<file path="config.mk">
export PLATFORM = sky130hd
export DESIGN_NAME = shell_sort_engine
export DESIGN_NICKNAME = d
export VERILOG_FILES = /design/src/hw/rtl/ses_pkg.sv /design/src/hw/rtl/ses_datapath.sv /design/src/hw/rtl/ses_ctrl.sv /design/src/hw/rtl/shell_sort_engine.sv
export SDC_FILE = /design/constraint.sdc
export NUM_CORES = 2
export LEC_CHECK = 0
export BUFFER_PORTS_ARGS = -buffer_cell sky130_fd_sc_hd__buf_2
export CAP_MARGIN = 0
export CORE_MARGIN = 2
export CORE_UTILIZATION = 36
export CTS_BUF_LIST = sky130_fd_sc_hd__clkbuf_16
export CTS_CLUSTER_DIAMETER = 150
export DETAILED_ROUTE_END_ITERATION = 7
export HOLD_SLACK_MARGIN = 0.02
export SYNTH_ARGS = -nofsm -noshare
export SYNTH_HDL_FRONTEND = slang
export SYNTH_SLANG_ARGS = --single-unit
</file>
<file path="constraint.sdc">
create_clock -name clk -period 5.4 [get_ports clk]
set_input_delay 1.08 -clock clk [delete_from_list [all_inputs] [get_ports clk]]
set_output_delay 1.08 -clock clk [all_outputs]
set_load 0.02 [all_outputs]
</file>
<file path="src/hw/rtl/ses_pkg.sv">
package ses_pkg;

	localparam int VALUE_W = 32;

	// Gap sequence: g' = GAP_MUL * g + 1 while GAP_LIMIT * g <= count
	localparam int GAP_MUL   = 3;
	localparam int GAP_LIMIT = 9;

	// (g - 1) / 3 as a reciprocal multiply, exact for operands below 128
	localparam int DIV3_MUL   = 43;
	localparam int DIV3_SHIFT = 7;

	typedef enum logic [1:0] {
		WSEL_IN,
		WSEL_RD,
		WSEL_HELD
	} wsel_t;

	typedef struct packed {
		logic  wr_en;
		wsel_t wsel;
		logic  rd_en;
		logic  held_load;
		logic  res_load;
		logic  res_last;
		logic  res_dropped;
	} ses_cmd_t;

endpackage

</file>
<file path="src/hw/rtl/ses_datapath.sv">
module ses_datapath
	import ses_pkg::*;
#(
	parameter int CAPACITY   = 64,
	parameter int DATA_WIDTH = 32
) (
	input  logic                        clk,
	input  logic signed [VALUE_W-1:0]   value,
	input  ses_cmd_t                    cmd,
	input  logic [$clog2(CAPACITY)-1:0] wr_addr,
	input  logic [$clog2(CAPACITY)-1:0] rd_addr,
	output logic                        gt,
	output logic signed [VALUE_W-1:0]   value_res,
	output logic                        last_res,
	output logic                        dropped
);

	logic signed [DATA_WIDTH-1:0] store_q [CAPACITY];
	logic signed [DATA_WIDTH-1:0] rd_q;
	logic signed [DATA_WIDTH-1:0] held_q;
	logic signed [DATA_WIDTH-1:0] wdata;
	logic signed [VALUE_W-1:0]    value_q;
	logic                         last_q;
	logic                         dropped_q;

	always_comb begin
		case (cmd.wsel)
			WSEL_IN:   wdata = DATA_WIDTH'(value);
			WSEL_RD:   wdata = rd_q;
			WSEL_HELD: wdata = held_q;
			default:   wdata = held_q;
		endcase
	end

	always_ff @(posedge clk) begin
		if (cmd.wr_en) begin
			store_q[wr_addr] <= wdata;
		end
		if (cmd.rd_en) begin
			rd_q <= store_q[rd_addr];
		end
	end

	always_ff @(posedge clk) begin
		if (cmd.held_load) begin
			held_q <= rd_q;
		end
		if (cmd.res_load) begin
			value_q   <= VALUE_W'(rd_q);
			last_q    <= cmd.res_last;
			dropped_q <= cmd.res_dropped;
		end
	end

	assign gt        = rd_q > held_q;
	assign value_res = value_q;
	assign last_res  = last_q;
	assign dropped   = dropped_q;

endmodule

</file>
<file path="src/hw/rtl/ses_ctrl.sv">
module ses_ctrl
	import ses_pkg::*;
#(
	parameter int CAPACITY = 64
) (
	input  logic                        clk,
	input  logic                        arst_n,
	input  logic                        valid,
	input  logic                        last,
	output logic                        ready,
	output logic                        res_valid,
	input  logic                        res_ready,
	input  logic                        gt,
	output ses_cmd_t                    cmd,
	output logic [$clog2(CAPACITY)-1:0] wr_addr,
	output logic [$clog2(CAPACITY)-1:0] rd_addr
);

	localparam int AW = $clog2(CAPACITY);
	localparam int CW = $clog2(CAPACITY + 1);
	localparam logic [CW-1:0] CAP = CW'(CAPACITY);
	localparam logic [CW-1:0] ONE = CW'(1);

	typedef enum logic [2:0] {
		S_LOAD,
		S_GAP,
		S_IROW,
		S_IHELD,
		S_CMP,
		S_PUT,
		S_ORD,
		S_OWAIT
	} state_t;

	state_t        state_q;
	logic [CW-1:0] count_q;
	logic [CW-1:0] n_q;
	logic [CW-1:0] gap_q;
	logic [CW-1:0] i_q;
	logic [CW-1:0] j_q;
	logic [CW-1:0] k_q;
	logic          ovf_q;
	logic          res_valid_q;

	logic            accept;
	logic            full;
	logic [CW-1:0]   count_next;
	logic [CW+3:0]   gap_x9;
	logic [CW+1:0]   gap_up;
	logic [CW+5:0]   gap_div_prod;
	logic [CW-1:0]   gap_down;
	logic [CW-1:0]   j_dn;
	logic            slot_free;
	logic            k_final;

	assign ready      = (state_q == S_LOAD);
	assign accept     = valid && ready;
	assign full       = (count_q == CAP);
	assign count_next = full ? count_q : count_q + ONE;

	assign gap_x9       = (CW+4)'(gap_q) * (CW+4)'(GAP_LIMIT);
	assign gap_up       = (CW+2)'(gap_q) * (CW+2)'(GAP_MUL) + (CW+2)'(1);
	assign gap_div_prod = (CW+6)'(gap_q - ONE) * (CW+6)'(DIV3_MUL);
	assign gap_down     = CW'(gap_div_prod >> DIV3_SHIFT);

	assign j_dn      = j_q - gap_q;
	assign slot_free = !res_valid_q || res_ready;
	assign k_final   = (k_q + ONE == n_q);
	assign res_valid = res_valid_q;

	always_comb begin
		cmd             = '0;
		cmd.wsel        = WSEL_HELD;
		cmd.res_last    = k_final;
		cmd.res_dropped = ovf_q;
		wr_addr         = j_q[AW-1:0];
		rd_addr         = i_q[AW-1:0];
		case (state_q)
			S_LOAD: begin
				cmd.wr_en = accept && !full;
				cmd.wsel  = WSEL_IN;
				wr_addr   = count_q[AW-1:0];
			end
			S_IROW: begin
				cmd.rd_en = (i_q < n_q);
			end
			S_IHELD: begin
				cmd.held_load = 1'b1;
				cmd.rd_en     = 1'b1;
				rd_addr       = AW'(i_q - gap_q);
			end
			S_CMP: begin
				cmd.wr_en = 1'b1;
				cmd.wsel  = gt ? WSEL_RD : WSEL_HELD;
				cmd.rd_en = gt && (j_dn >= gap_q);
				rd_addr   = AW'(j_dn - gap_q);
			end
			S_PUT: begin
				cmd.wr_en = 1'b1;
			end
			S_ORD: begin
				cmd.rd_en = 1'b1;
				rd_addr   = k_q[AW-1:0];
			end
			S_OWAIT: begin
				cmd.res_load = slot_free;
				cmd.rd_en    = slot_free && !k_final;
				rd_addr      = AW'(k_q + ONE);
			end
			default: begin
			end
		endcase
	end

	always_ff @(posedge clk or negedge arst_n) begin
		if (!arst_n) begin
			state_q     <= S_LOAD;
			count_q     <= '0;
			n_q         <= '0;
			gap_q       <= '0;
			i_q         <= '0;
			j_q         <= '0;
			k_q         <= '0;
			ovf_q       <= 1'b0;
			res_valid_q <= 1'b0;
		end else begin
			if (cmd.res_load) begin
				res_valid_q <= 1'b1;
			end else if (res_ready) begin
				res_valid_q <= 1'b0;
			end
			case (state_q)
				S_LOAD: begin
					if (accept) begin
						count_q <= count_next;
						if (full) begin
							ovf_q <= 1'b1;
						end
						if (last) begin
							n_q     <= count_next;
							gap_q   <= ONE;
							state_q <= S_GAP;
						end
					end
				end
				S_GAP: begin
					if (gap_x9 <= (CW+4)'(n_q)) begin
						gap_q <= CW'(gap_up);
					end else begin
						i_q     <= gap_q;
						state_q <= S_IROW;
					end
				end
				S_IROW: begin
					if (i_q < n_q) begin
						state_q <= S_IHELD;
					end else if (gap_q == ONE) begin
						k_q     <= '0;
						state_q <= S_ORD;
					end else begin
						gap_q <= gap_down;
						i_q   <= gap_down;
					end
				end
				S_IHELD: begin
					j_q     <= i_q;
					state_q <= S_CMP;
				end
				S_CMP: begin
					if (gt) begin
						// shift the larger element up one gap, keep walking down
						j_q <= j_dn;
						if (j_dn < gap_q) begin
							state_q <= S_PUT;
						end
					end else begin
						i_q     <= i_q + ONE;
						state_q <= S_IROW;
					end
				end
				S_PUT: begin
					i_q     <= i_q + ONE;
					state_q <= S_IROW;
				end
				S_ORD: begin
					state_q <= S_OWAIT;
				end
				S_OWAIT: begin
					if (slot_free) begin
						k_q <= k_q + ONE;
						if (k_final) begin
							count_q <= '0;
							ovf_q   <= 1'b0;
							state_q <= S_LOAD;
						end
					end
				end
				default: begin
					state_q <= S_LOAD;
				end
			endcase
		end
	end

endmodule

</file>
<file path="src/hw/rtl/shell_sort_engine.sv">
// Shellsort engine.
// Input channel (valid/ready, value, last): one signed word per transaction;
// the transaction with last high closes the set. Up to CAPACITY words are
// kept; further words of the same set are discarded and every result of
// that set carries dropped = 1.
// Result channel (res_valid/res_ready, value_res, last_res, dropped): the
// set in ascending order, last_res high on the final word.
// Loading accepts one word per cycle. After the closing word the sort runs on
// a store with one write port and one registered read port: the first gap is
// picked, then each gapped insertion step reads and holds the row element,
// shifts each larger element up one gap and writes the held element back.
// A stalled receiver holds the output register and freezes the drain; the
// input side stays closed until the last result is in the output register.
// Reset clears the word count, the overflow flag and the result valid flag;
// the element store and the result data register are not cleared.
module shell_sort_engine
	import ses_pkg::*;
#(
	parameter int CAPACITY   = 64,
	parameter int DATA_WIDTH = 32
) (
	input  logic                      clk,
	input  logic                      arst_n,
	input  logic                      valid,
	output logic                      ready,
	input  logic signed [VALUE_W-1:0] value,
	input  logic                      last,
	output logic                      res_valid,
	input  logic                      res_ready,
	output logic signed [VALUE_W-1:0] value_res,
	output logic                      last_res,
	output logic                      dropped
);

	localparam int AW = $clog2(CAPACITY);

	ses_cmd_t      cmd;
	logic [AW-1:0] wr_addr;
	logic [AW-1:0] rd_addr;
	logic          gt;

	ses_ctrl #(
		.CAPACITY(CAPACITY)
	) u_ctrl (
		.clk       (clk),
		.arst_n    (arst_n),
		.valid     (valid),
		.last      (last),
		.ready     (ready),
		.res_valid (res_valid),
		.res_ready (res_ready),
		.gt        (gt),
		.cmd       (cmd),
		.wr_addr   (wr_addr),
		.rd_addr   (rd_addr)
	);

	ses_datapath #(
		.CAPACITY  (CAPACITY),
		.DATA_WIDTH(DATA_WIDTH)
	) u_datapath (
		.clk       (clk),
		.value     (value),
		.cmd       (cmd),
		.wr_addr   (wr_addr),
		.rd_addr   (rd_addr),
		.gt        (gt),
		.value_res (value_res),
		.last_res  (last_res),
		.dropped   (dropped)
	);

endmodule

</file>
# Word-level counts from Yosys, hierarchy flattened
# Memories as Yosys holds them, arrays and structs flattened. A register that Yosys moved wholly into a read port is not among the register bits.
# Cells that the tools add are included.
dict set report word_totals {
  inputBits 37
  rom_bits 0
  n_memories 1
  latch_bits 0
  mem_bits_rw 2048
  output_inout_bits 36
  word_cells 129
  register_bits 113
}
dict set report op_classes {
  n_eq_ne 25
  div 0
  reduce_logical 26
  bitwise_logic 0
  n_addsub 8
  mux 48
  n_shift 0
  n_lt_le_gt_ge 5
  n_mul 3
}
# name depth word_bits read_ports rd_ports_with_merged_regs write_ports line
set memory_table {}
lappend memory_table {u_datapath.store_q 64 32 1 1 1 ses_datapath.sv:18} ;# logic signed [DATA_WIDTH-1:0] store_q [CAPACITY];
# op count
set op_table {}
lappend op_table {{7-bit two-way mux} 15}
lappend op_table {{32-bit case mux with 2 select lines} 1}
lappend op_table {{7-bit case mux with 2 select lines} 3}
lappend op_table {{32-bit greater-than comparator} 1}
lappend op_table {{7-bit by 1-bit adder with 7-bit output, second input constant} 4}
lappend op_table {{7-bit case mux with 4 select lines} 1}
lappend op_table {{3-bit two-way mux} 9}
lappend op_table {{3-bit case mux with 8 select lines} 1}
lappend op_table {{6-bit case mux with 4 select lines} 1}
lappend op_table {{7-bit case mux with 3 select lines} 1}
lappend op_table {{7-bit < comparator} 2}
lappend op_table {{2-bit inequality test, second input constant} 7}
lappend op_table {{13-bit by 6-bit multiplier with 13-bit output, second input constant} 1}
lappend op_table {{3-bit == test, second input constant} 4}
lappend op_table {{6-bit subtractor} 2}
lappend op_table {{11-bit by 7-bit <= comparator with 1-bit output} 1}
lappend op_table {{7-bit by 4-bit multiplier with 11-bit output, second input constant} 1}
lappend op_table {{1-bit two-way mux} 10}
lappend op_table {{2-bit by 1-bit inequality test with 1-bit output, second input constant} 5}
lappend op_table {{5-bit AND reduction} 2}
lappend op_table {{4-bit AND reduction} 2}
lappend op_table {{2-bit nonzero test} 4}
lappend op_table {{7-bit by 1-bit subtractor with 8-bit output, second input constant} 1}
lappend op_table {{7-bit by 1-bit == test with 1-bit output, second input constant} 1}
lappend op_table {{other kinds (27)} 35}

# Logic depth before layout (Yosys ltp)
dict set report logic_depth {
  word_depth 6
  mapped_depth 21
  mapped_depth_nobuf 21
}

# Hierarchy
# From an unflattened synthesis, not the netlist that was laid out.
dict set report hier_totals {
  hier_cells 4125
  hier_area_um2 87883.0
}
# module instances cells_per_inst seq_area_each_um2 area_each_um2
set modules_own_cells {}
lappend modules_own_cells {ses_datapath 1 3448 64441.8 82195.1}
lappend modules_own_cells {ses_ctrl 1 677 1176.1 5688.0}

# Worst setup path after synthesis
# No wires, ideal clock.
dict set report synth_path {
  kind {register to register}
  from {register u_datapath.rd_q[25], read port of u_datapath.store_q}
  to {memory u_datapath.store_q[0][3], data pin}
  path_stages_with_launch 11
  n_path_buf 1
  synth_period_minus_slack_ns 5.322
  setup_time_ns 0.702
  path_slack_ns 0.078
  required_time_ns 4.698
  arrival_ns 4.620
  path_cell_list {edfxtp_1 > ha_1 > a21oi_1 > o21a_1 > a21oi_1 > a221o_1 > a21oi_1 > mux2_2 > a211oi_2 > clkbuf_1 > o21ai_0}
}
dict set report synth_via {
  elab_chain_cells 5
  elab_cells_between_ends 6
  classes_between {order compare: 1; eq/ne: 1; mux: 3; reduce/logical: 1}
}
# item line
set synth_rtl {}
lappend synth_rtl {{start: declaration} ses_datapath.sv:19} ;# logic signed [DATA_WIDTH-1:0] rd_q;
lappend synth_rtl {{32-bit greater-than comparator (*)} ses_datapath.sv:55} ;# assign gt = rd_q > held_q;
lappend synth_rtl {{2-bit two-way mux (*)} ses_ctrl.sv:94} ;# cmd.wsel = gt ? WSEL_RD : WSEL_HELD;
lappend synth_rtl {{2-bit case mux with 2 select lines (*)} ses_ctrl.sv:78} ;# case (state_q)
lappend synth_rtl {{2-bit by 1-bit == test with 1-bit output or 2-bit zero test (tied branches)} ses_datapath.sv:27} ;# case (cmd.wsel)
lappend synth_rtl {{32-bit case mux with 2 select lines (*)} ses_datapath.sv:27}
lappend synth_rtl {{via u_datapath.wdata[3]} ses_datapath.sv:21} ;# logic signed [DATA_WIDTH-1:0] wdata;
lappend synth_rtl {{end: declaration} ses_datapath.sv:18}
# The timed path passes the listed nets; every way through them passes the cells marked *.

# Worst setup path after layout
dict set report layout_path {
  from {register u_ctrl.state_q[0]}
  to {register u_datapath.rd_q[6], read port of u_datapath.store_q, data pin}
}
dict set report layout_via {
  elab_chain_cells 3
  elab_cells_between_ends 8
  classes_between {eq/ne: 5; mux: 2; reduce/logical: 1}
}
# item line
set layout_rtl {}
lappend layout_rtl {{start: declaration} ses_ctrl.sv:35} ;# state_t state_q;
lappend layout_rtl {{start signal: assignment} ses_ctrl.sv:117} ;# state_q <= S_LOAD;
lappend layout_rtl {{start signal: assignment} ses_ctrl.sv:142} ;# state_q <= S_GAP;
lappend layout_rtl {{start signal: assignment} ses_ctrl.sv:151} ;# state_q <= S_IROW;
lappend layout_rtl {{3-bit by 2-bit == test with 1-bit output or 3-bit == test (tied branches)} ses_ctrl.sv:78}
lappend layout_rtl {{2-bit OR reduction (no line)} -}
lappend layout_rtl {{1-bit case mux with 4 select lines} ses_ctrl.sv:78}
# Several ways; a longest one is shown, not always the timed one.
# A chain may end at the register's enable or synchronous reset.

==> results.py <==
metrics = {
    "floorplan": {
        "num_rows": 184,
        "die_w_um": 505.3,
        "die_area_um2": 255300,
        "die_height_um": 505.3,
        "core_um2": 250700,
        "start_util_pct": 36.09,
        "ios": 73,
    },
    "timing": {
        "maxSlewHeadroom_pct": 30.04,
        "finalClockSkew_ns": 0.04333,
        "maxSlewViolCount": 0,
        "post-route-min-period_ns": 5.260,
        "hold_viol": 0,
        "tns_ns": 0,
        "worst_pin_slew_ns": 1.045,
        "setup_viol": 0,
        "rsz0062_at_grt": "no",
        "fmax_ghz": 0.1901,
        "setup_ws_ns": 0.1403,
        "finalCritPeriodShare_pct": 97.40,
    },
    "detailed_routing": {
        "avgRoutedWirePerCell_um": 25.68,
        "dr.pass1.iters": 6,
        "drt_iter0_markers": 7382,
        "dr_total_vias": 58490,
        "wl_um": 269500,
        "ant_nets": 0,
        "drc": 0,
        "avgViaCountPerCell": 5.573,
    },
    "clocking": {
        "clkLatencyLatePin_ns": 0.89,
        "cts_buffers": 218,
        "h-tree-depth": 4,
        "tritoncts": "built",
        "clk_pin_slew_ns": 0.06,
        "cts_root_buf": "clkbuf_16",
        "cts_sinks": 2193,
        "clockBufferDepth": 3,
        "cts_hold_buf": 0,
    },
    "power_and_ir_drop": {
        "vdd_drop_max_mv": 0.4209,
        "power_leakage_uw": 0.03305,
        "cellPowerDensity_nw_per_um2": 319.0,
    },
    "yosys": {
        "synth_common_cells": "edfxtp_1, nand2_1, nand3_1",
        "yosysMostFrequentCell": "edfxtp_1",
        "synth.area.top_cells": "edfxtp_1, nand2_1, nand3_1",
        "syn-num-nets": 6902,
        "avgSynthCellArea_um2": 13.44,
        "synth.top_cell.area_share_pct": 71.23,
        "synth_flop_cell": "edfxtp_1",
        "synth_seq_area_share_pct": 72.53,
        "yosys_warnings": 0,
        "syn-instance-count": 6731,
        "ys_async_sr_fraction_pct": 2.143,
        "synth_area_um2": 90470,
        "synthDistinctLibCells": 82,
        "ys_ff_latch": 2193,
        "synth_edf_count": 2146,
        "synth_top_area_cell": "edfxtp_1",
    },
    "global_route": {
        "grt_pass1_vias": 55430,
        "grt_usage_pct": 20.39,
        "grt_max_degree": 134,
        "antenna_found_initial": 8,
        "grt_overflow": 0,
        "grt_pass1_wl_um": 387300,
    },
    "finish": {
        "drive_above_1_share_pct": 12.44,
        "seq_area_um2": 65620,
        "syn_to_final_growth_pct": 15.99,
        "final_net_count": 7129,
        "nFillCells": 22560,
        "fin_util_pct": 41.86,
        "multi_input_area_um2": 23560,
    },
    "placement": {
        "place_congestion": 0.8739,
        "dp_slack_ns": -0.3364,
        "port_buffers": 72,
        "dp_hpwl_um": 155400,
    },
    "worst_setup_path": {
        "startpoint_type": "flip-flop",
        "cp_max_fo": 45,
        "crit_type": "reg2reg",
        "cp.required_ns": 6.09,
        "cp.arrival_ns": 5.95,
        "cp-end-kind": "flip-flop",
    },
    "outcome": {
        "status": "finished clean",
    },
    "hold_path": {
        "min_path_type": "in2async",
    },
    "flow_run": {
        "cap_violations": 0,
    },
}
registers in the layout, indices dropped and copies added (netlist names), 3 cells and up:
register	flops
u_ctrl.count_q	7
u_ctrl.gap_q	7
u_ctrl.i_q	7
u_ctrl.j_q	7
u_ctrl.k_q	7
u_ctrl.n_q	7
u_ctrl.state_q	3
u_datapath.held_q	32
u_datapath.rd_q	32
u_datapath.store_q	2048
u_datapath.value_res	32
cell type report:
type | count | share of cell area (%)
timing repair buffer | 420 | 3.920
multi-input combinational | 4034 | 22.45
clock buffer | 219 | 5.222
inverter | 91 | 0.3291
antenna | 2 | 0.004769
sequential | 2193 | 62.53
clock inverter | 188 | 1.551
tap | 3348 | 3.992
worst paths after layout:
kind / start / end / slack, ns / cells after the start
hold / removal: arst_n / u_ctrl.i_q[6] / 0.31 / 2
hold reg to reg: u_ctrl.ovf_q / u_datapath.dropped / 0.47 / 0
min in group clk: u_ctrl.ovf_q / u_datapath.dropped / 0.47 / 0
max in group asynchronous: arst_n / u_ctrl.state_q[2] / 4.62 / 2
setup / recovery: u_ctrl.state_q[0] / u_datapath.rd_q[6] / 0.14 / 17
setup reg to reg: u_ctrl.state_q[0] / u_datapath.rd_q[6] / 0.14 / 17
kinds of logic after synthesis:
logic type / count (synthesis) / synth area share, %
flops: 2193 / 72.53
simple gates: 2831 / 13.39
buf+inv: 507 / 2.589
xor+xnor: 52 / 0.5117
mux: 208 / 2.347
compound gates: 806 / 6.667
fa+ha+maj: 134 / 1.969
report_power, final:
part           leakage [uW]  total, uW      switching [uW]  internal, uW
Clock               0.00369      15000                6560          8470
Combinational        0.0164       47.9                29.7          18.2
Sequential           0.0130      18400  0.0000000000000257         18400
through the flow:
step | cell area, um2 | total power, uW | std cells | hold slack, ns
after floorplan | 90470 | 18760 | 6731 | 0.4254
after detailed placement | 97660 | 18800 | 10080 | 0.4476
after CTS | 104800 | 33650 | 10490 | 0.2669
final | 104900 | 33470 | 10500 | 0.3129
after global routing | 104900 | 34310 | 10490 | 0.3444
after global placement | 97660 | 18800 | 10080 | 0.4401
repair_timing:
item / 4_1_cts / 5_1_grt
buffers inserted: 1 / 4
endpoints found under the hold margin: 0 / 0
cloned: 0 / 3
pin swaps: 2 / 7
gates resized for setup: 4 / 14
endpoints found under the setup margin: 7 / 25
cell usage in the layout, fill, tap and decap left out, types with 59 or more instances in the layout:
cell type / instances
edfxtp_1: 2146
nand2_1: 1769
nand3_1: 582
buf_4: 256
clkbuf_16: 219
mux2i_1: 193
inv_1: 148
a31oi_1: 142
and3_1: 137
a32o_1: 121
ha_1: 120
nor2_1: 94
a21oi_1: 93
buf_12: 89
buf_2: 72
nor2_4: 71
o211ai_1: 66
nor3_1: 65
a32oi_1: 65
a221oi_1: 59
critical path, stage by stage (launching register included):
cell	delay [ns]
dfrtp_1	0.37
or3b_1	0.60
a21oi_1	0.31
ha_1	0.24
fa_1	0.46
nand2b_1	0.09
nand3_1	0.15
a211oi_4	0.34
buf_4	0.26
buf_16	0.24
buf_12	0.27
nand2_1	0.10
a32oi_1	0.21
nand3_1	0.09
o211ai_1	0.69
a22oi_2	0.24
buf_4	0.25
o221ai_1	0.07
layer usage:
metal  global-route usage (%)  share of wire (%)  up-vias
met3                    3.517                9.5      411
li1                         -                  -    25490
met4                    6.038                2.8        2
met5                        0             0.0074        -
met2                    32.08                 46     2931
met1                    28.92                 42    29650
No activity file was read; power rests on OpenSTA's default activity.
